`src/rtl/overwriting_ring_buffer_seq_index_unit_assert.svh`:
```
// ----------------------------------------------------------------------------
// Assertion macros for the overwriting ring buffer unit
// Clocked property checks on clk; one form gated by reset, one not.
// ----------------------------------------------------------------------------
`ifndef OVERWRITING_RING_BUFFER_SEQ_INDEX_UNIT_ASSERT_SVH
`define OVERWRITING_RING_BUFFER_SEQ_INDEX_UNIT_ASSERT_SVH

`ifndef NO_ASSERTIONS
// checked only outside reset
`define ORBSI_ASSERT(lbl, prop, msg) \
	lbl: assert property (@(posedge clk) disable iff (!arst_n) prop) else $error(msg);
// checked at every edge, reset included
`define ORBSI_ASSERT_ALWAYS(lbl, prop, msg) \
	lbl: assert property (@(posedge clk) prop) else $error(msg);
`else
`define ORBSI_ASSERT(lbl, prop, msg)
`define ORBSI_ASSERT_ALWAYS(lbl, prop, msg)
`endif

`endif

```
`src/rtl/orbsi_pkg.sv`:
```
// ----------------------------------------------------------------------------
// orbsi_pkg
// Types and constants shared by the overwriting ring buffer unit.
// ----------------------------------------------------------------------------
package orbsi_pkg;

	localparam int MAX_SLOTS   = 1024;
	localparam int RECORD_BITS = 64;
	localparam int DATA_W      = 64;
	localparam int SEQ_W       = 32;
	localparam int CAP_W       = 11;
	localparam int SLOT_W      = $clog2(MAX_SLOTS);
	localparam int CNT_W       = $clog2(MAX_SLOTS + 1);
	localparam int REQ_W       = 3;
	localparam int QUEUE_DEPTH = 2;

	typedef enum logic [REQ_W-1:0] {
		REQ_PUSH     = 3'd0,
		REQ_READ_ABS = 3'd1,
		REQ_REPLACE  = 3'd2,
		REQ_READ_REL = 3'd3,
		REQ_CLEAR    = 3'd4
	} req_code_t;

	typedef enum logic [1:0] {
		CMD_NONE,
		CMD_WRITE,
		CMD_READ
	} cmd_op_t;

	typedef struct packed {
		logic [REQ_W-1:0]  req_type;
		logic [SEQ_W-1:0]  index;
		logic [DATA_W-1:0] record_data;
	} req_t;

	typedef struct packed {
		logic              hit;
		logic [SEQ_W-1:0]  assigned_index;
		logic              evicted;
		logic [SEQ_W-1:0]  evict_seq;
		logic              retained;
		logic [DATA_W-1:0] read_data;
		logic [CNT_W-1:0]  fill_count;
		logic [SEQ_W-1:0]  total_pushed;
		logic [SEQ_W-1:0]  first_held;
	} rsp_t;

	typedef struct packed {
		cmd_op_t                op;
		logic [SLOT_W-1:0]      slot;
		logic [RECORD_BITS-1:0] wdata;
		rsp_t                   stat;
	} cmd_t;

endpackage

```
`src/rtl/orbsi_queue.sv`:
```
// ----------------------------------------------------------------------------
// orbsi_queue
// Short command FIFO between the front and the back.
// ----------------------------------------------------------------------------
`include "overwriting_ring_buffer_seq_index_unit_assert.svh"

module orbsi_queue import orbsi_pkg::*; (
	input  logic clk,
	input  logic arst_n,
	input  logic push,
	input  cmd_t din,
	output logic full,
	input  logic pop,
	output cmd_t dout,
	output logic empty
);

	localparam int PTR_W = $clog2(QUEUE_DEPTH);
	localparam int QCNT_W = $clog2(QUEUE_DEPTH + 1);

	cmd_t              mem_q [QUEUE_DEPTH];
	logic [PTR_W-1:0]  wr_ptr_q;
	logic [PTR_W-1:0]  rd_ptr_q;
	logic [QCNT_W-1:0] count_q;

	assign full  = count_q == QCNT_W'(QUEUE_DEPTH);
	assign empty = count_q == '0;
	assign dout  = mem_q[rd_ptr_q];

	always_ff @(posedge clk) begin
		if (push) begin
			mem_q[wr_ptr_q] <= din;
		end
	end

	always_ff @(posedge clk or negedge arst_n) begin
		if (!arst_n) begin
			wr_ptr_q <= '0;
			rd_ptr_q <= '0;
			count_q  <= '0;
		end else begin
			if (push) begin
				wr_ptr_q <= (wr_ptr_q == PTR_W'(QUEUE_DEPTH - 1)) ? '0 : wr_ptr_q + PTR_W'(1);
			end
			if (pop) begin
				rd_ptr_q <= (rd_ptr_q == PTR_W'(QUEUE_DEPTH - 1)) ? '0 : rd_ptr_q + PTR_W'(1);
			end
			case ({push, pop})
				2'b10:   count_q <= count_q + QCNT_W'(1);
				2'b01:   count_q <= count_q - QCNT_W'(1);
				default: count_q <= count_q;
			endcase
		end
	end

	`ORBSI_ASSERT(a_no_overflow, push |-> !full, "command pushed into full queue")
	`ORBSI_ASSERT(a_no_underflow, pop |-> !empty, "command popped from empty queue")

endmodule

```
`config.mk`:
```
export PLATFORM = sky130hd
export DESIGN_NAME = orbsi_queue
export DESIGN_NICKNAME = d
export VERILOG_FILES = /design/src/rtl/orbsi_pkg.sv /design/src/rtl/orbsi_queue.sv
export VERILOG_INCLUDE_DIRS = /design/src /design/src/rtl
export SDC_FILE = /design/constraint.sdc
export NUM_CORES = 1
export LEC_CHECK = 0
export BUFFER_PORTS_ARGS = -buffer_cell sky130_fd_sc_hd__buf_4
export CELL_PAD_IN_SITES_DETAIL_PLACEMENT = 0
export CELL_PAD_IN_SITES_GLOBAL_PLACEMENT = 1
export CORE_AREA = 2 2 224 226
export DETAILED_ROUTE_END_ITERATION = 16
export DIE_AREA = 0 0 226 228
export PLACE_DENSITY_LB_ADDON = 0.1
export SLEW_MARGIN = 10
export SYNTH_ARGS = -nofsm -noshare
export SYNTH_HDL_FRONTEND = slang
export SYNTH_SLANG_ARGS = --single-unit
```
`constraint.sdc`:
```
create_clock -name clk -period 18.9 [get_ports clk]
set_input_delay 3.78 -clock clk [delete_from_list [all_inputs] [get_ports clk]]
set_output_delay 3.78 -clock clk [all_outputs]
set_load 0.02 [all_outputs]
```
# Word level (Yosys, flattened, before mapping)
# Memory sizes are Yosys's and may differ from the RTL's.
# Index checks and enable logic that the tools add are counted.
# totals
register_bits	4
mem_bits_rw	564
input_bits	286
out_inout_bits	284
wordCells	18
memories	1
# mem_list
name	words	width	read_ports	rd_ports_with_merged_regs	write_ports	line	source
mem_q	2	282	1	0	1	orbsi_queue.sv:21	cmd_t mem_q [QUEUE_DEPTH];
# op_classes
addsub	4
eq_ne	3
n_mux	5
reduce_logical	2
# ops
op	n
$eq 2x2->1 const B	2
$mux 1	4
$pmux 2 s2	1
$add 1x1->1 const B	2
$add 2x1->2 const B	1
$eq 2x1->1 const B	1
$logic_not 2->1	1
$reduce_bool 2->1	1
$sub 2x1->2 const B	1

# Logic depth before layout (Yosys ltp)
# logic_depth
ltp_word	2
mapped_depth	5
depth_no_buf	5

# Least setup slack after synthesis
# No wires, ideal clock.
# synth_timing
path_kind	input-to-reg
startpoint	input push
endpoint	memory mem_q[0][0] (netlist bit), enable pin
setup_time_ps	939
t_arrival_ps	15639
t_required_ps	17961
slack_ps	2322
path_stages	2
n_path_buf	0
cell_sequence	inv_1 > nor2_1
# synth_via
elab_chain_len	2
# synth_rtl
item	line	source
start: declaration	orbsi_queue.sv:10	input logic push,
$mux 1	orbsi_queue.sv:31	if (push) begin
$mux 1 (implied by the code)	orbsi_queue.sv:32	mem_q[wr_ptr_q] <= din;
end: declaration	orbsi_queue.sv:21	
# No other way between the ends.

==> flow_metrics.tcl <==
set metrics [dict create \
    r2r-end "mem_q[0][104]" \
    synth_top_family_by_area "multiplexers" \
    nets 1788 \
    grt_max_degree 146 \
    synthCells 893 \
    reg2regPathDepth 3 \
    reg2reg_slack_ns 15.93 \
    clock-sinks 568 \
    clock_skew_ns 0.0113 \
    synth_top_area_cell "edfxtp_1" \
    grt_usage_pct 19.0 \
    syn_to_final_growth_pct 32.7 \
    peakVddDrop_v 0.0000867 \
    status "complete, no violations" \
    dr.pass1.iters 4 \
    yosysTopAreaCellShare_pct 82.1 \
    drive_gt1_share_pct 60.7 \
    tns_ns 0 \
    drv_cap 0 \
    p_per_area_mw_per_mm2 157 \
    hold_class "reg -> reg" \
    worstPathCellList "buf_4 -> buf_4 -> mux2_2 -> buf_4" \
    first_global_vias 11200 \
    clock_latency_ns 0.60 \
    relSlewSlack_pct 20.3 \
    fin_ws_ns 10.91 \
    via_per_inst 4.74 \
    r2r_start "wr_ptr_q" \
    path_class "reg -> out" \
    wirelength_um 50200 \
    worstSetupEndpointType "output port" \
    highest_layer "met5" \
    finalCoreUtilization_pct 55.5 \
    num_rows 82 \
    synth_nets 1180 \
    wl_met2_um 25100 \
    die_x_um 226 \
    synth_simple_gate_area_share_pct 0.115 \
    synth_fa_ha_area_share_pct 0.0606 \
    synth_xor_area_share_pct 0.212 \
    n_fill_cell 3996 \
    ys_types 12 \
    synth_warnings 0 \
    wl_met1_um 18500 \
    cts_tree "done" \
    cp-start-kind "flop" \
    hold_viol 0 \
    max_freq_ghz 0.125 \
    drtIter0Drc 600 \
    cts_buffers 58 \
    required_ns 15.12 \
    pre_cts_ws_ns 11.52 \
    numPortBuffers 569 \
    clkTransAtPathRegs_ns 0.06 \
    layout_min_cycle_time_ns 7.99 \
    htree_levels 2 \
    post-dp-hpwl_um 34300 \
    post_cts_resized 0 \
    rsz0062_at_grt "false" \
    worst-path-buf-inv 3 \
    critical_path.top_delay_family "buffers and inverters" \
    dr_wl_met3_um 5490 \
    worst-path-stages 4 \
    die_area_mm2 0.0515 \
    cpMostUsedCell "buf_4" \
    synth.ff_latch_count 568 \
    overflow 0 \
    hold_depth 1 \
    antenna_found_initial 15 \
    ys_seq_area_share_pct 82.5 \
    report.final.slew_viol_count 0 \
    cts-root-buf "clkbuf_16" \
    pin_count 570 \
    wl_per_cell_um 22.5 \
    ctsLongestPathBuffers 3 \
    gp_congestion 0.761 \
    floorplan.initialDensity_pct 41.8 \
    hp-start "count_q[1]" \
    core-area_mm2 0.0493 \
    syn_area_mm2 0.0206 \
    cts_setup_buffers 0 \
    synthMuxAreaShare_pct 15.4 \
    num_vias 10600 \
    cts_hold_buf 0 \
    cp_slowest_stage_delay_ns 1.08 \
    synth_compound_area_share_pct 0 \
    worstPathMaxFanout 87 \
    whs_endpoint "count_q[1]" \
    crit_slowest_cell "dfrtp_4" \
    drcViolationCount 0 \
    period_share_pct 42.3 \
    grt_pass1_wl_um 71000 \
    avgSynthCellArea_um2 23.1 \
    die_h_um 228 \
    setup_viol 0 \
    arrival_ns 4.21 \
    final_antenna_net_count 0 \
    tightest_slew_ns 1.20 \
    p_leak_nw 10.2 \
    synth_area_leaders "edfxtp_1 (82%), mux2_2 (15%), buf_6 (1.6%)" \
]
-- through the flow --
| stage | hold WS [ns] | instances | power, mW | cell area, um^2 |
|---|---|---|---|---|
| after detailed placement | 0.483 | 2112 | 3.25 | 25500 |
| final | 0.492 | 2232 | 4.30 | 27400 |
| after CTS | 0.491 | 2220 | 4.36 | 27300 |
| after floorplan | 0.456 | 893 | 2.76 | 20600 |
| after global placement | 0.474 | 2112 | 3.25 | 25500 |
| after global routing | 0.536 | 2228 | 4.49 | 27400 |
-- how the worst max path moves through the flow --
| stage | from | to | slack, ns |
|---|---|---|---|
| after floorplan | push | mem_q[0][0] | 2.32 |
| after global placement | rd_ptr_q | dout[132] | 11.52 |
| after detailed placement | rd_ptr_q | dout[132] | 11.52 |
| after CTS | rd_ptr_q | dout[132] | 10.85 |
| after global routing | rd_ptr_q | dout[32] | 10.67 |
| final | rd_ptr_q | dout[167] | 10.91 |
-- final cells by class --
cell class                 instances  area, um^2  area share, %
sequential                       568       17000           62.2
timing repair buffer             579        4370           16.0
multi-input combinational        293        3270           11.9
clock buffer                      73        1570           5.74
tap                              672         841           3.07
clock inverter                    35         258          0.941
antenna                           11        27.5          0.101
inverter                           1        3.75         0.0137
-- report_power, final --
group	internal [mW]	leakage, nW	switching [mW]
sequential	1.67	5.34	0.0820
clock	0.639	0.896	0.457
combinational	0.637	3.94	0.814
total	2.95	10.2	1.35
-- layout by cell type, fill, tap and decap left out, types with 2 or more instances in the layout --
cell,synthesis,final
buf_12,0,2
nor2_1,3,2
clkbuf_16,0,61
xor2_1,3,3
buf_4,0,577
clkbuf_1,0,12
diode_2,0,11
bufinv_16,0,4
clkinv_1,0,19
mux2_2,282,282
edfxtp_1,564,564
dfrtp_1,4,3
xnor2_1,2,2
clkinv_2,0,10
-- cells in the mapped netlist --
master	count
buf_2	1
buf_6	30
mux2_2	282
nor2b_1	1
xor2_1	3
xnor2_1	2
nor2_1	3
inv_1	1
edfxtp_1	564
and2_1	1
ha_1	1
dfrtp_1	4
-- per-layer routing --
metal / global-route usage (%) / vias up
met5: 0 / -
met4: 6.31 / 8
met3: 9.13 / 68
met2: 31.5 / 403
met1: 21.5 / 5296
li1: - / 4809
-- cell families after synthesis --
| family | Yosys count |
|---|---|
| XOR/XNOR | 5 |
| adder cells (fa/ha/maj) | 1 |
| multiplexers | 282 |
| buffers and inverters | 32 |
| flip-flops | 568 |
| AND/OR/NAND/NOR | 5 |
-- registers in the layout, summed over array words and instances, names as in the netlist --
signal    flops
count_q       2
mem_q       564
rd_ptr_q      1
wr_ptr_q      1
-- worst register-to-register path: stages, from the launching register on --
cell and delay [ns]:
dfrtp_1 0.43, nor2_4 0.39, buf_4 0.78, buf_4 0.88
No activity file was read; power rests on OpenSTA's default activity.
