<file path="config.mk">
export PLATFORM = sky130hd
export DESIGN_NAME = orbsi_front_flat
export DESIGN_NICKNAME = d
export VERILOG_FILES = /design/src/rtl/orbsi_pkg.sv /design/src/rtl/orbsi_req_if.sv /design/src/rtl/orbsi_front.sv /design/src/flat_wrapper.sv
export VERILOG_INCLUDE_DIRS = /design/src /design/src/rtl
export SDC_FILE = /design/constraint.sdc
export NUM_CORES = 1
export LEC_CHECK = 0
export ABC_AREA = 1
export BUFFER_PORTS_ARGS = -buffer_cell sky130_fd_sc_hd__buf_2
export CORE_ASPECT_RATIO = 0.5
export CORE_UTILIZATION = 53
export DETAILED_ROUTE_END_ITERATION = 16
export GPL_TIMING_DRIVEN = 1
export MAX_ROUTING_LAYER = met4
export PLACE_DENSITY_LB_ADDON = 0.3
export SKIP_CTS_REPAIR_TIMING = 1
export SKIP_LAST_GASP = 1
export SLEW_MARGIN = 20
export SYNTH_ARGS = -nofsm -noshare
export SYNTH_HDL_FRONTEND = slang
export SYNTH_SLANG_ARGS = --single-unit
</file>
<file path="constraint.sdc">
create_clock -name clk -period 12.7 [get_ports clk]
set_input_delay 3.81 -clock clk [delete_from_list [all_inputs] [get_ports clk]]
set_output_delay 3.81 -clock clk [all_outputs]
set_load 0.05 [all_outputs]
</file>
<file path="src/rtl/overwriting_ring_buffer_seq_index_unit_assert.svh">
// ----------------------------------------------------------------------------
// Assertion macros for the overwriting ring buffer unit
// Clocked property checks on clk; one form gated by reset, one not.
// ----------------------------------------------------------------------------
`ifndef OVERWRITING_RING_BUFFER_SEQ_INDEX_UNIT_ASSERT_SVH
`define OVERWRITING_RING_BUFFER_SEQ_INDEX_UNIT_ASSERT_SVH

`ifndef NO_ASSERTIONS
// checked only outside reset
`define ORBSI_ASSERT(lbl, prop, msg) \
	lbl: assert property (@(posedge clk) disable iff (!arst_n) prop) else $error(msg);
// checked at every edge, reset included
`define ORBSI_ASSERT_ALWAYS(lbl, prop, msg) \
	lbl: assert property (@(posedge clk) prop) else $error(msg);
`else
`define ORBSI_ASSERT(lbl, prop, msg)
`define ORBSI_ASSERT_ALWAYS(lbl, prop, msg)
`endif

`endif

</file>
<file path="src/rtl/orbsi_pkg.sv">
// ----------------------------------------------------------------------------
// orbsi_pkg
// Types and constants shared by the overwriting ring buffer unit.
// ----------------------------------------------------------------------------
package orbsi_pkg;

	localparam int MAX_SLOTS   = 1024;
	localparam int RECORD_BITS = 64;
	localparam int DATA_W      = 64;
	localparam int SEQ_W       = 32;
	localparam int CAP_W       = 11;
	localparam int SLOT_W      = $clog2(MAX_SLOTS);
	localparam int CNT_W       = $clog2(MAX_SLOTS + 1);
	localparam int REQ_W       = 3;
	localparam int QUEUE_DEPTH = 2;

	typedef enum logic [REQ_W-1:0] {
		REQ_PUSH     = 3'd0,
		REQ_READ_ABS = 3'd1,
		REQ_REPLACE  = 3'd2,
		REQ_READ_REL = 3'd3,
		REQ_CLEAR    = 3'd4
	} req_code_t;

	typedef enum logic [1:0] {
		CMD_NONE,
		CMD_WRITE,
		CMD_READ
	} cmd_op_t;

	typedef struct packed {
		logic [REQ_W-1:0]  req_type;
		logic [SEQ_W-1:0]  index;
		logic [DATA_W-1:0] record_data;
	} req_t;

	typedef struct packed {
		logic              hit;
		logic [SEQ_W-1:0]  assigned_index;
		logic              evicted;
		logic [SEQ_W-1:0]  evict_seq;
		logic              retained;
		logic [DATA_W-1:0] read_data;
		logic [CNT_W-1:0]  fill_count;
		logic [SEQ_W-1:0]  total_pushed;
		logic [SEQ_W-1:0]  first_held;
	} rsp_t;

	typedef struct packed {
		cmd_op_t                op;
		logic [SLOT_W-1:0]      slot;
		logic [RECORD_BITS-1:0] wdata;
		rsp_t                   stat;
	} cmd_t;

endpackage

</file>
<file path="src/rtl/orbsi_req_if.sv">
// ----------------------------------------------------------------------------
// orbsi_req_if
// Request channel: valid/ready handshake carrying one request word.
// ----------------------------------------------------------------------------
interface orbsi_req_if import orbsi_pkg::*; ();
	logic valid;
	logic ready;
	req_t data;

	modport source (output valid, output data, input ready);
	modport sink (input valid, input data, output ready);
endinterface

</file>
<file path="src/rtl/orbsi_front.sv">
// ----------------------------------------------------------------------------
// orbsi_front
// Accepts requests, runs the ring counters and turns each word into a slot
// command with its status fields.
// ----------------------------------------------------------------------------
`include "overwriting_ring_buffer_seq_index_unit_assert.svh"

module orbsi_front import orbsi_pkg::*; (
	input  logic             clk,
	input  logic             arst_n,
	input  logic             cfg_we,
	input  logic [CAP_W-1:0] cfg_wdata,
	orbsi_req_if.sink        req,
	input  logic             q_full,
	output logic             q_push,
	output cmd_t             q_din
);

	logic [CNT_W-1:0]  cap_q;
	logic [CNT_W-1:0]  held_q;
	logic [SLOT_W-1:0] oldest_q;
	logic [SEQ_W-1:0]  total_q;
	logic [SEQ_W-1:0]  first_q;

	logic [CNT_W-1:0]  held_n;
	logic [SLOT_W-1:0] oldest_n;
	logic [SEQ_W-1:0]  total_n;
	logic [SEQ_W-1:0]  first_n;

	logic [SEQ_W-1:0]  off_abs;
	logic              hit_abs;
	logic              hit_rel;
	logic              is_full;
	logic              keep;
	logic [CNT_W-1:0]  off_cnt;
	logic [CNT_W:0]    slot_sum;
	logic [CNT_W:0]    slot_wrap;
	logic [SLOT_W-1:0] slot_calc;
	logic [CNT_W-1:0]  oldest_inc;
	logic [SLOT_W-1:0] oldest_adv;
	logic [CNT_W-1:0]  cap_sat;

	assign req.ready = !q_full;
	assign q_push    = req.valid && !q_full;

	assign off_abs = req.data.index - first_q;
	assign hit_abs = off_abs < SEQ_W'(held_q);
	assign hit_rel = req.data.index < SEQ_W'(held_q);
	assign is_full = held_q >= cap_q;
	assign keep    = cap_q != '0;

	always_comb begin
		case (req.data.req_type)
			REQ_PUSH:     off_cnt = held_q;
			REQ_READ_REL: off_cnt = req.data.index[CNT_W-1:0];
			default:      off_cnt = off_abs[CNT_W-1:0];
		endcase
	end

	// for every slot that is used the offset stays below the capacity, so one subtract wraps it
	assign slot_sum  = (CNT_W+1)'(oldest_q) + (CNT_W+1)'(off_cnt);
	assign slot_wrap = (slot_sum >= (CNT_W+1)'(cap_q)) ? slot_sum - (CNT_W+1)'(cap_q) : slot_sum;
	assign slot_calc = slot_wrap[SLOT_W-1:0];

	assign oldest_inc = CNT_W'(oldest_q) + CNT_W'(1);
	assign oldest_adv = (oldest_inc == cap_q) ? '0 : oldest_inc[SLOT_W-1:0];

	assign cap_sat = (cfg_wdata > CAP_W'(MAX_SLOTS)) ? CNT_W'(MAX_SLOTS) : CNT_W'(cfg_wdata);

	always_comb begin
		held_n   = held_q;
		oldest_n = oldest_q;
		total_n  = total_q;
		first_n  = first_q;
		q_din    = '0;
		q_din.op    = CMD_NONE;
		q_din.slot  = slot_calc;
		q_din.wdata = req.data.record_data[RECORD_BITS-1:0];
		case (req.data.req_type)
			REQ_PUSH: begin
				q_din.stat.assigned_index = total_q;
				total_n = total_q + SEQ_W'(1);
				if (keep) begin
					q_din.stat.retained = 1'b1;
					q_din.op = CMD_WRITE;
					if (is_full) begin
						q_din.stat.evicted   = 1'b1;
						q_din.stat.evict_seq = first_q;
						q_din.slot = oldest_q;
						oldest_n   = oldest_adv;
						first_n    = first_q + SEQ_W'(1);
					end else begin
						held_n = held_q + CNT_W'(1);
					end
				end else begin
					first_n = first_q + SEQ_W'(1);
				end
			end
			REQ_READ_ABS: begin
				if (hit_abs) begin
					q_din.stat.hit = 1'b1;
					q_din.op = CMD_READ;
				end
			end
			REQ_REPLACE: begin
				if (hit_abs) begin
					q_din.stat.hit = 1'b1;
					q_din.op = CMD_WRITE;
				end
			end
			REQ_READ_REL: begin
				if (hit_rel) begin
					q_din.stat.hit = 1'b1;
					q_din.op = CMD_READ;
				end
			end
			REQ_CLEAR: begin
				held_n   = '0;
				oldest_n = '0;
				total_n  = '0;
				first_n  = '0;
			end
			default: begin
			end
		endcase
		q_din.stat.fill_count   = held_n;
		q_din.stat.total_pushed = total_n;
		q_din.stat.first_held   = first_n;
	end

	always_ff @(posedge clk or negedge arst_n) begin
		if (!arst_n) begin
			cap_q    <= CNT_W'(MAX_SLOTS);
			held_q   <= '0;
			oldest_q <= '0;
			total_q  <= '0;
			first_q  <= '0;
		end else if (cfg_we) begin
			cap_q    <= cap_sat;
			held_q   <= '0;
			oldest_q <= '0;
			total_q  <= '0;
			first_q  <= '0;
		end else if (q_push) begin
			held_q   <= held_n;
			oldest_q <= oldest_n;
			total_q  <= total_n;
			first_q  <= first_n;
		end
	end

	`ORBSI_ASSERT(a_held_within_cap, held_q <= cap_q, "fill count above capacity")
	`ORBSI_ASSERT(a_seq_consistent, (first_q + SEQ_W'(held_q)) == total_q,
		"first held plus fill count differs from total pushed")
	`ORBSI_ASSERT(a_oldest_in_ring,
		(cap_q == '0) ? (oldest_q == '0) : (CNT_W'(oldest_q) < cap_q),
		"oldest slot outside the ring")

endmodule

</file>
<file path="src/flat_wrapper.sv">
// flat-port wrapper written by rule: the top's interface ports become plain ports
module orbsi_front_flat import orbsi_pkg::*;
  (clk, arst_n, cfg_we, cfg_wdata, q_full, q_push, q_din, req_valid, req_data, req_ready);
  orbsi_req_if req_i ();
  input  logic clk;
  input  logic arst_n;
  input  logic cfg_we;
  input  logic [CAP_W-1:0] cfg_wdata;
  input  logic q_full;
  output logic q_push;
  output cmd_t q_din;
  input wire logic [$bits(req_i.valid)-1:0] req_valid;
  input wire logic [$bits(req_i.data)-1:0] req_data;
  output wire logic [$bits(req_i.ready)-1:0] req_ready;
  assign req_i.valid = req_valid;
  assign req_i.data = req_data;
  assign req_ready = req_i.ready;
  orbsi_front u_core (.clk(clk), .arst_n(arst_n), .cfg_we(cfg_we), .cfg_wdata(cfg_wdata), .req(req_i), .q_full(q_full), .q_push(q_push), .q_din(q_din));
endmodule
</file>
# [Word-level counts from Yosys, hierarchy flattened]
# Index checks and enable logic that the tools add are counted.
[totals] elab_cells=67 output_inout_bits=284 regBits=96 in_bits=115
[op_classes] n_addsub=7 n_eq_ne=7 n_reduce_logical=8 n_lt_le_gt_ge=5 muxes=35
[ops] cell="2-to-1 mux 32 bit" count=6
[ops] cell="case mux 32 bit (2 select lines)" count=2
[ops] cell="2-to-1 mux 10 bit" count=8
[ops] cell="2-to-1 mux 11 bit" count=6
[ops] cell="2-to-1 mux 66 bit" count=1
[ops] cell="adder 32 x 1 -> 32 bit (second input constant)" count=2
[ops] cell="< comparator 32 x 11 -> 1 bit" count=2
[ops] cell="case mux 11 bit (2 select lines)" count=2
[ops] cell="2-to-1 mux 34 bit" count=1
[ops] cell="2-to-1 mux 33 bit" count=1
[ops] cell="subtractor 32 bit" count=1
[ops] cell="case mux 10 bit (2 select lines)" count=1
[ops] cell="adder 10 x 11 -> 12 bit" count=1
[ops] cell="greater-or-equal comparator 12 x 11 -> 1 bit" count=1
[ops] cell="adder 10 x 1 -> 11 bit (second input constant)" count=1
[ops] cell="adder 11 x 1 -> 11 bit (second input constant)" count=1
[ops] cell="== test 11 bit" count=1
[ops] cell="greater-or-equal comparator 11 bit" count=1
[ops] cell="> comparator 11 bit (second input constant)" count=1
[ops] cell="nonzero test 11 bit" count=1
[ops] cell="subtractor 10 bit" count=1
[ops] cell="case mux 2 bit (4 select lines)" count=1
[ops] cell="== test 3 x 2 -> 1 bit (second input constant)" count=2
[ops] cell="!= test 3 x 2 -> 1 bit (second input constant)" count=2
[ops] cell="other kinds (12)" count=15

# [Logic depth before layout (Yosys ltp)]
# Gate-level depths: netlist of run 1.
[logic_depth] ltp_word=8 ltp_mapped=31 mapped_depth_nobuf=31

# [Worst setup path before layout of run 1]
# No wires, ideal clock.
[synth_timing] path_type="input port to output port" from="input port req_data[64]" to="output port q_din[271] in the netlist's numbering" n_path_buf=1 stages=29 required_time_ns=8.890 arrival_ns=8.213 setup_slack_ns=0.677 cell_sequence="inv_1 ha_1 inv_1 fa_1 nand2_1 a21oi_1 xor2_1 nand2_1 o221ai_1 ha_1 a21oi_1 nand2_1 a21oi_1 nor2_1 o21ai_0 nand2_1 xor2_1 ha_1 nand4_1 inv_1 a21oi_1 nand2_1 o21bai_1 nand3b_1 a21oi_1 nand2_1 buf_2 nand2_1 a31oi_1"
[synth_lines] item="start: declaration" line_no="flat_wrapper.sv:13" text="input wire logic [$bits(req_i.data)-1:0] req_data;"
[synth_lines] item="end: declaration" line_no="flat_wrapper.sv:11" text="output cmd_t q_din;"

==> results of run 1 <==
-- synthesized netlist by cell type, drive strengths merged, types with 3 or more instances --
cell,number,area share
o211ai,4,0.0024
dfrtp,95,0.19
nand3b,5,0.0030
nor2,219,0.070
clkbuf,38,0.011
o21ai,140,0.056
ha,89,0.089
inv,261,0.079
buf,137,0.080
o22ai,21,0.011
o2111ai,4,0.0028
fa,3,0.0048
a31oi,7,0.0035
o21bai,4,0.0024
nor3b,3,0.0018
and3,10,0.0050
a21oi,85,0.034
nor3,58,0.025
nand4,52,0.027
and2,3,0.0015
nand2,566,0.17
nand3,127,0.052
o221ai,10,0.0070
xnor2,8,0.0056
xor2,56,0.039
nor4,25,0.014
-- registers in the layout, summed over array words and instances (netlist names) --
name             count
u_core.first_q      32
u_core.total_q      32
u_core.cap_q        11
u_core.held_q       11
u_core.oldest_q     10
-- critical path, delay by kind of cell --
family	cells	cell delay, ps
AND/OR/NAND/NOR	10	960
AO/OA/AOI/OAI	9	1300
buffers and inverters	6	770
XOR/XNOR	2	400
adder cells (fa/ha/maj)	4	1230
-- cells by family (layout without fill, tap and decap cells) --
family / count (synthesis) / count (layout) / synth area share
buf+inv: 438 / 496 / 0.171
fa+ha+maj: 92 / 92 / 0.0941
compound gates: 284 / 284 / 0.125
flops: 96 / 96 / 0.193
xor+xnor: 64 / 64 / 0.0449
other cells: 1 / 65 / 0.000301
simple gates: 1071 / 1071 / 0.372
-- worst min-delay path by stage --
| stage | end | slack [ps] | cells after the start |
|---|---|---|---|
| after floorplan | u_core.first_q[16] | 490 | 2 |
| after global placement | u_core.first_q[15] | 520 | 2 |
| after detailed placement | u_core.first_q[15] | 540 | 2 |
| after CTS | u_core.first_q[15] | 550 | 2 |
| after global routing | u_core.first_q[15] | 600 | 2 |
| final | u_core.first_q[15] | 560 | 2 |
-- per-stage QoR --
| step | setup WS (ps) | hold slack [ps] | cell area, µm² | util |
|---|---|---|---|---|
| after floorplan | 677 | 493 | 12700 | - |
| after global placement | 394 | 523 | 13100 | 0.570 |
| after detailed placement | 364 | 536 | 13100 | 0.570 |
| after CTS | 351 | 554 | 13300 | 0.582 |
| after global routing | 6.63 | 598 | 13400 | 0.584 |
| final | 417 | 558 | 13400 | 0.584 |
-- placed cells by master (no fill, tap or decap), types with 11 or more instances in the layout --
master / netlist / layout
a21oi_1: 85 / 85
buf_2: 5 / 204
buf_4: 128 / 11
conb_1: 1 / 64
dfrtp_1: 95 / 95
ha_1: 89 / 89
inv_1: 242 / 242
inv_2: 18 / 18
nand2_1: 564 / 563
nand3_1: 124 / 124
nand4_1: 51 / 51
nor2_1: 206 / 205
nor3_1: 55 / 55
nor4_1: 24 / 24
o21ai_0: 99 / 99
o21ai_1: 41 / 41
o22ai_1: 21 / 21
xor2_1: 56 / 56
-- power breakdown --
part | leakage (nW) | switching [mW] | internal (mW)
Sequential | 1.33 | 0.00492 | 0.309
Clock | 0.138 | 0.143 | 0.136
Combinational | 5.48 | 0.293 | 0.105
-- per-layer routing --
metal	global-route usage	up-vias	wire length [µm]
li1	-	6751	-
met3	0.0791	95	3980
met4	0.137	0	1530
met5	-	-	0
met2	0.584	704	20200
met1	0.470	6246	18300
-- area by class of cell --
cell class / count / area [µm²] / share of cell area
Tap cell: 307 / 384 / 0.0287
Sequential cell: 96 / 2400 / 0.180
Multi-Input combinational cell: 1575 / 8190 / 0.612
Inverter: 263 / 990 / 0.0739
Timing Repair Buffer: 217 / 1140 / 0.0851
Clock inverter: 7 / 55.1 / 0.00411
Clock buffer: 9 / 225 / 0.0168
Antenna cell: 1 / 2.50 / 0.000187
==> results.ini, run 1 <==
[die]
dieArea_mm2 = 0.0242
row_count = 39
ios = 399
die_w_um = 219
initial_utilization = 0.544
coreArea_mm2 = 0.0229
die_y_um = 110

[sta]
tightest_slew_ps = 1090
hold_viol_final = 0
finClkSkew_ps = 10.9
min_period_over_period = 0.967
setup_tns_ps = 0
setup_viol = 0
rsz0062_at_grt = false
fin_crit_ps = 12280
fmax_ghz = 0.0814
relSlewSlack = 0.271
slew_violations = 0

[yosys]
syn_area_mm2 = 0.0125
seq_area_frac_synth = 0.193
synth_flop_cell = dfrtp_1
synth-edff-count = 0
syn_inst = 2046
yosys_warnings = 0
async_reset_ff_frac = 1.00
ys_types = 53
ys_ff_latch = 96
avgSynthCellArea_um2 = 6.10

[worst_hold_path]
hold_class = register to register
worstHoldStart = u_core.first_q[15]

[power_and_ir_drop]
p_total_uw = 991
powerDensity_mw_per_mm2 = 74.0
max-vdd-ir-drop_v = 0.000102
p_leak_nw = 6.94

[status]
status = completed

[clock_network]
cts_buffers = 9
htree_levels = 3
clockRootBuffer = clkbuf_16
clkSlewWorstSetupHoldPaths_ps = 80
insertion_delay_ps = 380
clockBufferDepth = 2
clock-sinks = 96
cts_tree = yes

[worst_setup_path]
cpMostUsedCell = nand2_1
max_stage_delay_ps = 390
slowest_stage = fa_1
critPathMaxFanout = 15
crit_end = q_din[275]
r2r_slack_ps = 9300
reg2regPathDepth = 14
critPathLaunchType = input port
crit_path_start = req_data[64]
rr_startpoint = u_core.cap_q[10]
required_ps = 8890
end_kind = primary output
critPathArrivalTime_ps = 8470
timing.rr.end = u_core.first_q[17]
critPathKind = input port to primary output

[route]
vias = 13800
ant_nets = 0
drt_pre_antenna_iters = 8
route.detailed.drc = 0
wirelength_um = 44000
drtIter0Drc = 1408
vias_per_cell = 5.57
drt-wirelength-per-cell_um = 17.8

[global_route]
track_usage = 0.372
grt_pass1_wl_um = 68000
antenna_found_initial = 1
grt-ovfl-total = 0
first_global_vias = 12300
grt_max_degree = 76

[finish]
n_fill_cell = 2423
instances_no_fill = 2475
num-nets-final = 2369
syn_to_final_growth_pct = 7.28
drive_above_1_share = 0.129

[flow_run]
cap_viol_max_count = 0

[placement]
place_inst = 2457
portBuffers = 206
hpwlAfterDp_um = 35300
routabilityCongestion = 1.02

(Power assumes the default switching activity.)
==> run 2: changes to the inputs <==
--- a/config.mk
+++ b/config.mk
@@ -14,6 +14,7 @@
 export GPL_TIMING_DRIVEN = 1
 export MAX_ROUTING_LAYER = met4
 export PLACE_DENSITY_LB_ADDON = 0.3
+export RECOVER_POWER = 100
 export SKIP_CTS_REPAIR_TIMING = 1
 export SKIP_LAST_GASP = 1
 export SLEW_MARGIN = 20
==> run 2 against run 1 <==
Against the previous run:
- the run now ends with capacitance limit, slew limit left
- first-iteration DRC count decreased by 4.9%
- wire length barely moved
- combinational power hardly changed
- sequential cell count is the same
- maximum frequency down 0.49%
- worst hold slack improved by 1.3 ps
- worst setup slack lost 60 ps
- sequential share of layout area up 0.37 points
- critical path depth stayed put
- design area fell by 2.0%
- non-clock buffer count unchanged
- final cell count unchanged
==> results.ini, run 2 (same netlist as run 1, synthesis figures left out) <==
[global_route]
first_global_vias = 12300  ; unchanged
grt_pass1_wl_um = 68000  ; unchanged
grt-ovfl-total = 0  ; unchanged
antenna_found_initial = 1  ; unchanged
track_usage = 0.372  ; unchanged
grt_max_degree = 76  ; unchanged

[sta]
finClkSkew_ps = 11.2  ; was 10.9 ps
min_period_over_period = 0.972  ; was 0.967
slew_violations = 291  ; was 0
rsz0062_at_grt = false  ; unchanged
fin_crit_ps = 12340  ; was 12280 ps
fmax_ghz = 0.0810  ; was 0.0814 GHz
hold_viol_final = 0  ; unchanged
timing.hold.ws_ps = 560  ; was 558 ps
tightest_slew_ps = 2740  ; was 1090 ps
setup_viol = 0  ; unchanged
setup_tns_ps = 0  ; unchanged
relSlewSlack = -0.826  ; was 0.271

[status]
violations = capacitance limit, slew limit
status = finished with violations  ; was completed

[finish]
multiInputGateArea_mm2 = 0.00814  ; was 0.00819 mm²
seq_area_mm2 = 0.00240  ; unchanged
drive_above_1_share = 0.0581  ; was 0.129
final_cell_mix = nand2_1, inv_1, nor2_1  ; unchanged
fin_area_mm2 = 0.0131  ; was 0.0134 mm²
n_fill_cell = 2531  ; was 2423
final_common_cell = nand2_1  ; unchanged
num-nets-final = 2369  ; unchanged
top_regs = u_core.first_q x32, u_core.total_q x32  ; unchanged
syn_to_final_growth_pct = 5.09  ; was 7.28%

[route]
drt_pre_antenna_iters = 6  ; was 8
drt-wirelength-per-cell_um = 17.8  ; about the same
drtIter0Drc = 1339  ; was 1408
vias = 13800  ; about the same
vias_per_cell = 5.59  ; was 5.57
ant_nets = 0  ; unchanged
route.detailed.drc = 0  ; unchanged
wirelength_um = 43900  ; was 44000 µm

[placement]
placed_area_mm2 = 0.0131  ; unchanged
portBuffers = 206  ; unchanged
hpwlAfterDp_um = 35300  ; unchanged
routabilityCongestion = 1.02  ; unchanged

[clock_network]
cts_tree = yes  ; unchanged
clock-sinks = 96  ; unchanged
insertion_delay_ps = 380  ; about the same
clkSlewWorstSetupHoldPaths_ps = 80  ; about the same
htree_levels = 3  ; unchanged
cts_buffers = 9  ; unchanged
clockBufferDepth = 2  ; unchanged
clockRootBuffer = clkbuf_16  ; unchanged

[die]
dieArea_mm2 = 0.0242  ; unchanged
initial_utilization = 0.544  ; unchanged
ios = 399  ; unchanged
die_y_um = 110  ; unchanged
die_w_um = 219  ; unchanged
row_count = 39  ; unchanged
coreArea_mm2 = 0.0229  ; unchanged

[power_and_ir_drop]
max-vdd-ir-drop_v = 0.000102  ; about the same
p_leak_nw = 6.27  ; was 6.94 nW
powerDensity_mw_per_mm2 = 75.4  ; was 74.0 mW/mm²

[worst_hold_path]
hold_class = register to register  ; unchanged

[worst_setup_path]
end_kind = primary output  ; unchanged
slowest_stage = fa_1  ; unchanged
r2r_slack_ps = 9210  ; was 9300 ps
required_ps = 8890  ; about the same
critPathArrivalTime_ps = 8530  ; was 8470 ps
critPathMaxFanout = 15  ; unchanged
critPathKind = input port to primary output  ; unchanged
max_stage_delay_ps = 390  ; about the same
critPathLaunchType = input port  ; unchanged

[flow_run]
cap_viol_max_count = 7  ; was 0

==> run 2: changes by cell type in the layout (fill, tap and decap cells not counted), sizes merged <==
| cell | previous run | this run |
|---|---|---|
| buf | 216 | 63 |
| clkbuf | 10 | 163 |
==> run 2: area by class of cell <==
cell class              count  area share
inverters                 263      0.0755
diodes                      1    0.000191
repair buffers            217      0.0697
well taps                 307      0.0293
multi-input cells        1575       0.621
clock buffers               9      0.0172
flip-flops and latches     96       0.183
clock inverters             7     0.00420
==> run 2: worst max-delay path, delay by kind of cell <==
family	cells	cell delay, ps
AO/OA/AOI/OAI	9	1340
XOR/XNOR	2	400
adder cells (fa/ha/maj)	4	1230
buffers and inverters	6	780
AND/OR/NAND/NOR	10	980
==> run 2: final timing paths <==
| check | startpoint | end | cells after the start |
|---|---|---|---|
| setup / recovery | req_data[64] | q_din[277] | 31 |
| hold / removal | u_core.first_q[15] | u_core.first_q[15] | 2 |
| setup reg to reg | u_core.cap_q[10] | u_core.first_q[17] | 14 |
| hold reg to reg | u_core.first_q[15] | u_core.first_q[15] | 2 |
| max in group asynchronous | arst_n | u_core.total_q[18] | 3 |
| min in group asynchronous | arst_n | u_core.held_q[8] | 1 |
==> run 2: power by group <==
part	switching [mW]	total, mW	internal [mW]	leakage (nW)
Combinational	0.293	0.396	0.102	4.80
Sequential	0.00488	0.314	0.309	1.33
Clock	0.143	0.279	0.136	0.138
Total	0.442	0.989	0.547	6.27
==> run 2: layer usage <==
layer  part of all wire  vias to the layer above  wire [µm]  track usage
met3              0.086                      101       3800       0.0791
li1                   -                     6753          -            -
met4              0.036                        0       1570        0.137
met5                  0                        -          0            -
met2               0.46                      708      20100        0.584
met1               0.42                     6267      18500        0.470
==> run 2: through the flow <==
stage | power [mW] | setup slack [ps] | std cells | util
2_1_floorplan | 0.686 | 677 | 2109 | -
3_3_place_gp | 0.710 | 394 | 2457 | 0.570
3_5_place_dp | 0.711 | 364 | 2457 | 0.570
4_1_cts | 0.988 | 351 | 2473 | 0.582
5_1_grt | 1.04 | 5.03 | 2475 | 0.572
6_report | 0.989 | 357 | 2475 | 0.572
